==> src/rtl/sfr_pkg.sv <==
// shared types and constants for the stream find and replace block
`timescale 1ns / 1ps

package sfr_pkg;

    // widths fixed by the 64-bit byte registers
    localparam int MAX_PATTERN     = 8;
    localparam int MAX_REPLACEMENT = 8;
    localparam int PEND_DEPTH      = MAX_PATTERN - 1;
    localparam int QUEUE_DEPTH     = 4;

    localparam logic [3:0] MAX_PAT_LEN  = 4'(MAX_PATTERN);
    localparam logic [3:0] MAX_REPL_LEN = 4'(MAX_REPLACEMENT);

    typedef enum logic [2:0] {
        CFG_PATTERN_LENGTH     = 3'd0,
        CFG_PATTERN_BYTES      = 3'd1,
        CFG_REPLACEMENT_LENGTH = 3'd2,
        CFG_REPLACEMENT_BYTES  = 3'd3
    } t_cfg_idx;

    // one classified word group: up to eight bytes to send, low byte first
    typedef struct packed {
        logic [63:0] data;
        logic [3:0]  cnt;
        logic        last;
    } t_desc;

endpackage

==> src/rtl/sfr_front.sv <==
// front end: config registers, pending buffer and match classification
`timescale 1ns / 1ps

module sfr_front (
    input  logic               i_clk,
    input  logic               i_rst_n,
    input  logic               i_cfg_we,
    input  logic [2:0]         i_cfg_index,
    input  logic [63:0]        i_cfg_data,
    input  logic               i_accept,
    input  logic [7:0]         i_text_byte,
    input  logic               i_text_last,
    output logic               o_q_push,
    output sfr_pkg::t_desc     o_q_desc
);

    logic [3:0]  r_plen;
    logic [63:0] r_pbytes;
    logic [3:0]  r_rlen;
    logic [63:0] r_rbytes;
    logic [7:0]  r_pend [sfr_pkg::PEND_DEPTH];
    logic [2:0]  r_pend_cnt;
    logic [2:0]  n_pend_cnt;

    logic [3:0]  plen_eff;
    logic [3:0]  rlen_eff;
    logic [3:0]  n0;
    logic [3:0]  n;
    logic [7:0]  buf_b [sfr_pkg::MAX_PATTERN];
    logic [63:0] buf_word;
    logic [63:0] shifted;
    logic [7:0]  ok_v;
    logic [7:0]  good;
    logic [3:0]  s_first;
    logic        full_match;

    always_comb begin
        plen_eff = (r_plen > sfr_pkg::MAX_PAT_LEN) ? sfr_pkg::MAX_PAT_LEN : r_plen;
        rlen_eff = (r_rlen > sfr_pkg::MAX_REPL_LEN) ? sfr_pkg::MAX_REPL_LEN : r_rlen;
        // an empty pattern ignores whatever is pending
        n0 = (plen_eff == 4'd0) ? 4'd0 : {1'b0, r_pend_cnt};
        n  = n0 + 4'd1;
        for (int i = 0; i < sfr_pkg::MAX_PATTERN; i++) begin
            if (4'(i) == n0) begin
                buf_b[i] = i_text_byte;
            end else if (i < sfr_pkg::PEND_DEPTH) begin
                buf_b[i] = r_pend[i];
            end else begin
                buf_b[i] = 8'h00;
            end
            buf_word[8*i +: 8] = buf_b[i];
        end
        // tail starting at s must be a proper prefix of the pattern
        for (int s = 0; s < sfr_pkg::MAX_PATTERN; s++) begin
            ok_v[s] = 1'b1;
            for (int i = 0; i < sfr_pkg::MAX_PATTERN - s; i++) begin
                if ((4'(s + i) < n) && (buf_b[s + i] != r_pbytes[8*i +: 8])) begin
                    ok_v[s] = 1'b0;
                end
            end
            good[s] = (4'(s) < n) && ((n - 4'(s)) < plen_eff) && ok_v[s];
        end
        s_first = n;
        for (int s = sfr_pkg::MAX_PATTERN - 1; s >= 0; s--) begin
            if (good[s]) begin
                s_first = 4'(s);
            end
        end
        full_match = (n == plen_eff) && ok_v[0];
        shifted    = buf_word >> {s_first, 3'b000};

        o_q_desc.last = i_text_last;
        if (full_match) begin
            o_q_desc.data = r_rbytes;
            o_q_desc.cnt  = rlen_eff;
            n_pend_cnt    = 3'd0;
        end else if (i_text_last) begin
            o_q_desc.data = buf_word;
            o_q_desc.cnt  = n;
            n_pend_cnt    = 3'd0;
        end else begin
            o_q_desc.data = buf_word;
            o_q_desc.cnt  = s_first;
            n_pend_cnt    = 3'(n - s_first);
        end
        o_q_push = i_accept && ((o_q_desc.cnt != 4'd0) || i_text_last);
    end

    always_ff @(posedge i_clk) begin
        if (!i_rst_n) begin
            r_plen     <= 4'd1;
            r_pbytes   <= 64'd0;
            r_rlen     <= 4'd0;
            r_rbytes   <= 64'd0;
            r_pend_cnt <= 3'd0;
        end else if (i_cfg_we) begin
            case (i_cfg_index)
                sfr_pkg::CFG_PATTERN_LENGTH: begin
                    r_plen     <= i_cfg_data[3:0];
                    r_pend_cnt <= 3'd0;
                end
                sfr_pkg::CFG_PATTERN_BYTES: begin
                    r_pbytes   <= i_cfg_data;
                    r_pend_cnt <= 3'd0;
                end
                sfr_pkg::CFG_REPLACEMENT_LENGTH: begin
                    r_rlen <= i_cfg_data[3:0];
                end
                sfr_pkg::CFG_REPLACEMENT_BYTES: begin
                    r_rbytes <= i_cfg_data;
                end
                default: begin
                end
            endcase
        end else if (i_accept) begin
            r_pend_cnt <= n_pend_cnt;
        end
    end

    always_ff @(posedge i_clk) begin
        if (i_accept) begin
            for (int j = 0; j < sfr_pkg::PEND_DEPTH; j++) begin
                r_pend[j] <= shifted[8*j +: 8];
            end
        end
    end

endmodule

==> src/rtl/sfr_queue.sv <==
// small word-group queue between the front end and the emitter
`timescale 1ns / 1ps

module sfr_queue (
    input  logic           i_clk,
    input  logic           i_rst_n,
    input  logic           i_push,
    input  sfr_pkg::t_desc i_desc,
    output logic           o_full,
    input  logic           i_pop,
    output logic           o_empty,
    output sfr_pkg::t_desc o_desc
);

    localparam int AW = $clog2(sfr_pkg::QUEUE_DEPTH);

    sfr_pkg::t_desc r_mem [sfr_pkg::QUEUE_DEPTH];
    logic [AW-1:0]  r_wp;
    logic [AW-1:0]  r_rp;
    logic [AW:0]    r_cnt;
    logic           do_push;
    logic           do_pop;

    assign o_full  = (r_cnt == (AW + 1)'(sfr_pkg::QUEUE_DEPTH));
    assign o_empty = (r_cnt == '0);
    assign o_desc  = r_mem[r_rp];
    assign do_push = i_push && !o_full;
    assign do_pop  = i_pop && !o_empty;

    always_ff @(posedge i_clk) begin
        if (!i_rst_n) begin
            r_wp  <= '0;
            r_rp  <= '0;
            r_cnt <= '0;
        end else begin
            if (do_push) begin
                r_wp <= r_wp + 1'b1;
            end
            if (do_pop) begin
                r_rp <= r_rp + 1'b1;
            end
            if (do_push && !do_pop) begin
                r_cnt <= r_cnt + 1'b1;
            end else if (do_pop && !do_push) begin
                r_cnt <= r_cnt - 1'b1;
            end
        end
    end

    always_ff @(posedge i_clk) begin
        if (do_push) begin
            r_mem[r_wp] <= i_desc;
        end
    end

endmodule

==> src/rtl/sfr_emit.sv <==
// back end: sends the bytes of each word group one word at a time
`timescale 1ns / 1ps

module sfr_emit (
    input  logic           i_clk,
    input  logic           i_rst_n,
    input  logic           i_q_empty,
    input  sfr_pkg::t_desc i_q_desc,
    output logic           o_q_pop,
    output logic           empty,
    input  logic           pop,
    output logic [7:0]     o_out_byte,
    output logic           o_out_valid_byte,
    output logic           o_out_last
);

    logic [63:0] r_data;
    logic [3:0]  r_rem;
    logic        r_vb;
    logic        r_last;
    logic        load;

    // refill when idle or when the final word of the group leaves
    assign load    = !i_q_empty && ((r_rem == 4'd0) || (pop && r_rem == 4'd1));
    assign o_q_pop = load;

    assign empty            = (r_rem == 4'd0);
    assign o_out_byte       = r_data[7:0];
    assign o_out_valid_byte = r_vb;
    assign o_out_last       = r_last && (r_rem == 4'd1);

    always_ff @(posedge i_clk) begin
        if (!i_rst_n) begin
            r_rem <= 4'd0;
        end else if (load) begin
            // an empty group with the last mark becomes a single marker word
            r_rem <= (i_q_desc.cnt == 4'd0) ? 4'd1 : i_q_desc.cnt;
        end else if (pop && r_rem != 4'd0) begin
            r_rem <= r_rem - 4'd1;
        end
    end

    always_ff @(posedge i_clk) begin
        if (load) begin
            // the end marker carries a zero byte
            r_data <= (i_q_desc.cnt == 4'd0) ? 64'd0 : i_q_desc.data;
            r_vb   <= (i_q_desc.cnt != 4'd0);
            r_last <= i_q_desc.last;
        end else if (pop && r_rem != 4'd0) begin
            r_data <= {8'h00, r_data[63:8]};
        end
    end

endmodule

==> src/rtl/stream_find_replace.sv <==
// an accepted byte's group is queued, then loaded into the emitter register when the emitter is idle
// throughput: one byte accepted per cycle while the 4-entry group queue has room
// output side sends one word per cycle while pop is high; k words from one byte hold the emitter for k pops
// reset: synchronous active low, clears pending count and queue, restores config defaults
`timescale 1ns / 1ps

module stream_find_replace (
    input  logic        i_clk,
    input  logic        i_rst_n,
    input  logic        i_cfg_we,
    input  logic [2:0]  i_cfg_index,
    input  logic [63:0] i_cfg_data,
    input  logic        push,
    output logic        full,
    input  logic [7:0]  i_text_byte,
    input  logic        i_text_last,
    output logic        empty,
    input  logic        pop,
    output logic [7:0]  o_out_byte,
    output logic        o_out_valid_byte,
    output logic        o_out_last
);

    logic           accept;
    logic           q_push;
    logic           q_pop;
    logic           q_empty;
    sfr_pkg::t_desc q_in;
    sfr_pkg::t_desc q_out;

    assign accept = push && !full;

    sfr_front u_front (
        .i_clk       (i_clk),
        .i_rst_n     (i_rst_n),
        .i_cfg_we    (i_cfg_we),
        .i_cfg_index (i_cfg_index),
        .i_cfg_data  (i_cfg_data),
        .i_accept    (accept),
        .i_text_byte (i_text_byte),
        .i_text_last (i_text_last),
        .o_q_push    (q_push),
        .o_q_desc    (q_in)
    );

    sfr_queue u_queue (
        .i_clk   (i_clk),
        .i_rst_n (i_rst_n),
        .i_push  (q_push),
        .i_desc  (q_in),
        .o_full  (full),
        .i_pop   (q_pop),
        .o_empty (q_empty),
        .o_desc  (q_out)
    );

    sfr_emit u_emit (
        .i_clk            (i_clk),
        .i_rst_n          (i_rst_n),
        .i_q_empty        (q_empty),
        .i_q_desc         (q_out),
        .o_q_pop          (q_pop),
        .empty            (empty),
        .pop              (pop),
        .o_out_byte       (o_out_byte),
        .o_out_valid_byte (o_out_valid_byte),
        .o_out_last       (o_out_last)
    );

endmodule

==> config.mk <==
export PLATFORM = sky130hd
export DESIGN_NAME = stream_find_replace
export DESIGN_NICKNAME = d
export VERILOG_FILES = /design/src/rtl/sfr_pkg.sv /design/src/rtl/sfr_front.sv /design/src/rtl/sfr_queue.sv /design/src/rtl/sfr_emit.sv /design/src/rtl/stream_find_replace.sv
export SDC_FILE = /design/constraint.sdc
export NUM_CORES = 1
export LEC_CHECK = 0
export ABC_AREA = 1
export BUFFER_PORTS_ARGS = -buffer_cell sky130_fd_sc_hd__buf_2
export CORE_MARGIN = 2
export CORE_UTILIZATION = 45
export DETAILED_ROUTE_END_ITERATION = 8
export PLACE_DENSITY = 0.68
export SLEW_MARGIN = 10
export SYNTH_ARGS = -nofsm -noshare
export SYNTH_HDL_FRONTEND = slang
export SYNTH_SLANG_ARGS = --single-unit
export TNS_END_PERCENT = 30
==> constraint.sdc <==
create_clock -name i_clk -period 14.1 [get_ports i_clk]
set_clock_uncertainty 0.2 [all_clocks]
set_input_delay 2.115 -clock i_clk [delete_from_list [all_inputs] [get_ports i_clk]]
set_output_delay 2.115 -clock i_clk [all_outputs]
set_load 0.05 [all_outputs]
==> results.yml <==
yosys:
  synth_top_area_share: 0.402
  synth_edf_count: 398
  synth_nets: 3742
  post_synth_inst_count: 3617
  synth_top_area_cell: "edfxtp_1"
  synth.avg_cell_area_um2: 8.22
  synthAdderAreaFrac: 0.0190
  seq_area_frac_synth: 0.504
  synth_area_mm2: 0.0297
  yosys.cell_types.count: 50
  synthFlopType: "edfxtp_1"
  synth_commonest_cells: "1,164 x nand2_1, 398 x edfxtp_1, 343 x o21ai_0"
  synthMuxAreaShare: 0
  synth_xor_area_frac: 0.0218
  yosys-top-cells-area: "edfxtp_1 40%, nand2_1 15%, dfxtp_1 10%"
  yosysMostFrequentCell: "nand2_1"
  ys_ff_latch: 550
  synth_compound_area_frac: 0.142
  ys_warn_count: 0
  synth_top_family_by_area: "simple AND/OR/NAND/NOR gates"
  ys_async_sr_fraction: 0
  synthSimpleGateAreaFrac: 0.243
detailed_routing:
  dr.pass1.iters: 6
  finalWirelength_mm: 114
  wire_per_inst_um: 25.3
  drcViolationCount: 0
  ant_nets: 0
  vias_per_cell: 5.86
  via_count: 26400
  first_iter_violations: 3718
sta:
  fmax_mhz: 122
  period_share: 0.581
  max-slew-margin-rel: 0.181
  min_period_ns: 8.19
  worst_slew_pin_slew_ns: 1.22
  rsz0062_at_grt: "false"
  hold_viol: 0
  tns_ns: 0
  slew_violations: 0
  setup_violations: 0
power:
  p_leak_nw: 13.2
  p_per_area_mw_per_mm2: 158
  power_mw: 5.15
  peakVddDrop_mv: 0.158
placement:
  dp.final_hpwl_mm: 81.1
  portBuffers: 92
  placed_area_mm2: 0.0306
  place_inst: 4396
  gp_congestion: 1.04
floorplan:
  pin_count: 93
  dieArea_mm2: 0.0681
  rows: 94
  core-area_mm2: 0.0656
  dieHeight_um: 261
  die_w_um: 261
  start_util: 0.453
critical_path:
  worstPathArrival_ns: 8.25
  r2r_end: "u_queue.r_mem[3][11]$_DFFE_PP_"
  startpoint_type: "flip-flop"
  crit_fanout: 69
  rrSetupSlack_ns: 5.91
  crit_path_end_kind: "flip-flop"
  r2r_start: "u_front.r_plen[3]$_SDFFE_PN0P_"
  path_class: "flip-flop to flip-flop"
  r2r_cells: 24
  crit_required_ns: 14.16
  startpoint: "u_front.r_plen[3]$_SDFFE_PN0P_"
global_routing:
  met3_usage: 0.0502
  met1_usage: 0.451
  grtUsageMet2: 0.507
  grt_usage: 0.329
  grt_max_degree: 97
  grt_pass1_vias: 23900
  gr-total-overflow: 0
  grt_first_pass_wirelength_mm: 164
  antenna_found_initial: 5
  top_usage_layer: "met2"
clocking:
  numClockSinks: 550
  htree_levels: 2
  postCtsHoldBufs: 0
  cts-buffers-inserted: 56
  cts_buffer_depth: 3
  clock_latency_ns: 0.65
  cts_root_buf: "clkbuf_16"
  ctsResizeCount: 0
  cts_tree: "yes"
  cts_setup_buffers: 0
  clk_pin_slew_ns: 0.06
layout:
  finalNonFillerCells: 4503
  post-route-util: 0.496
  nets: 3715
  syn_to_final_growth_pct: 9.48
  drive_gt1_frac: 0.0907
  fin_area_mm2: 0.0326
worst_hold_path:
  worstHoldPathCells: 2
  min_from: "u_front.r_rbytes[59]$_SDFFE_PN0P_"
  hold_path_class: "flip-flop to flip-flop"
  hold_end: "u_front.r_rbytes[59]$_SDFFE_PN0P_"
flow_run:
  maxCapViolCount: 0
outcome:
  status: "complete, no violations"
worst max-delay path, stage by stage (launching register included):
cell and delay, ns:
dfxtp_1 0.32, inv_2 0.19, nand3_4 0.14, nand2_4 0.45
ha_1 0.66, clkinv_1 0.50, nand2_1 0.19, nand2_1 0.17
nand2_1 0.10, nand4_1 0.10, nor3b_1 0.32, nand2_1 0.22
a21oi_1 0.17, nand2_1 0.06, nor2_1 0.27, nand3_4 0.65
buf_4 0.60, o21ai_0 0.17, inv_1 0.05, a21oi_1 0.39
nor2_1 0.10, nand3_2 0.12, nand2_1 0.25, nor2_4 0.62
buf_4 0.73
per-layer routing:
metal	vias up	share of wire
met2	1531	0.44
met1	12400	0.40
li1	12100	-
met4	4	0.064
met3	349	0.096
met5	-	0.00014
per-stage QoR:
step	hold slack (ns)	worst slack, ns
floorplan	0.225	5.20
global placement	0.234	5.84
detailed placement	0.238	5.76
CTS	0.248	6.05
global route	0.269	5.30
finish	0.248	5.91
logic make-up after synthesis:
| kind of cell | count (synthesis) |
|---|---|
| flip-flops | 550 |
| XOR/XNOR | 73 |
| buffers and inverters | 499 |
| AND/OR/NAND/NOR | 1697 |
| adder cells (fa/ha/maj) | 44 |
| AO/OA/AOI/OAI | 754 |
worst max path at each step:
stage	end	cells after the start
floorplan	u_queue.r_mem[0][0]$_DFFE_PP_	4
global placement	u_queue.r_mem[3][9]$_DFFE_PP_	20
detailed placement	u_queue.r_mem[3][11]$_DFFE_PP_	20
CTS	u_queue.r_mem[3][54]$_DFFE_PP_	24
global route	u_queue.r_mem[3][34]$_DFFE_PP_	25
finish	u_queue.r_mem[3][11]$_DFFE_PP_	24
placed cells by master (no fill, tap or decap), drive strengths merged, types with 14 or more instances in the layout:
| cell type | count |
|---|---|
| a21oi | 242 |
| a32o | 58 |
| buf | 120 |
| clkbuf | 82 |
| clkinv | 31 |
| dfxtp | 152 |
| edfxtp | 398 |
| ha | 42 |
| inv | 281 |
| nand2 | 1206 |
| nand3 | 214 |
| nand4 | 53 |
| nor2 | 207 |
| nor3 | 14 |
| o211ai | 23 |
| o21ai | 405 |
| xor2 | 73 |
registers in the layout, summed over array words and instances (netlist names), 4 cells and up, named ones only:
| register | count |
|---|---|
| u_front.r_plen | 4 |
| u_front.r_rlen | 4 |
| u_front.r_pend | 56 |
| u_front.r_pbytes | 64 |
| u_emit.r_rem | 4 |
| u_emit.r_data | 64 |
| u_front.r_rbytes | 64 |
| u_queue.r_mem | 276 |
cell type report:
type	instances	area, um2
antenna	1	2.50
clock buffer	82	1640
clock inverter	24	310
fill	6326	33100
inverter	294	1110
multi-input combinational	2568	12700
sequential	550	15000
tap	864	1080
timing repair buffer	120	673
where the power goes:
group	total, mW	switching, mW	internal, mW	leakage, nW
Sequential	2.21	0.109	2.10	4.98
Clock	1.57	0.668	0.903	0.955
Combinational	1.37	1.00	0.364	7.23
Total	5.15	1.78	3.37	13.2
No activity file was read; power rests on OpenSTA's default activity.
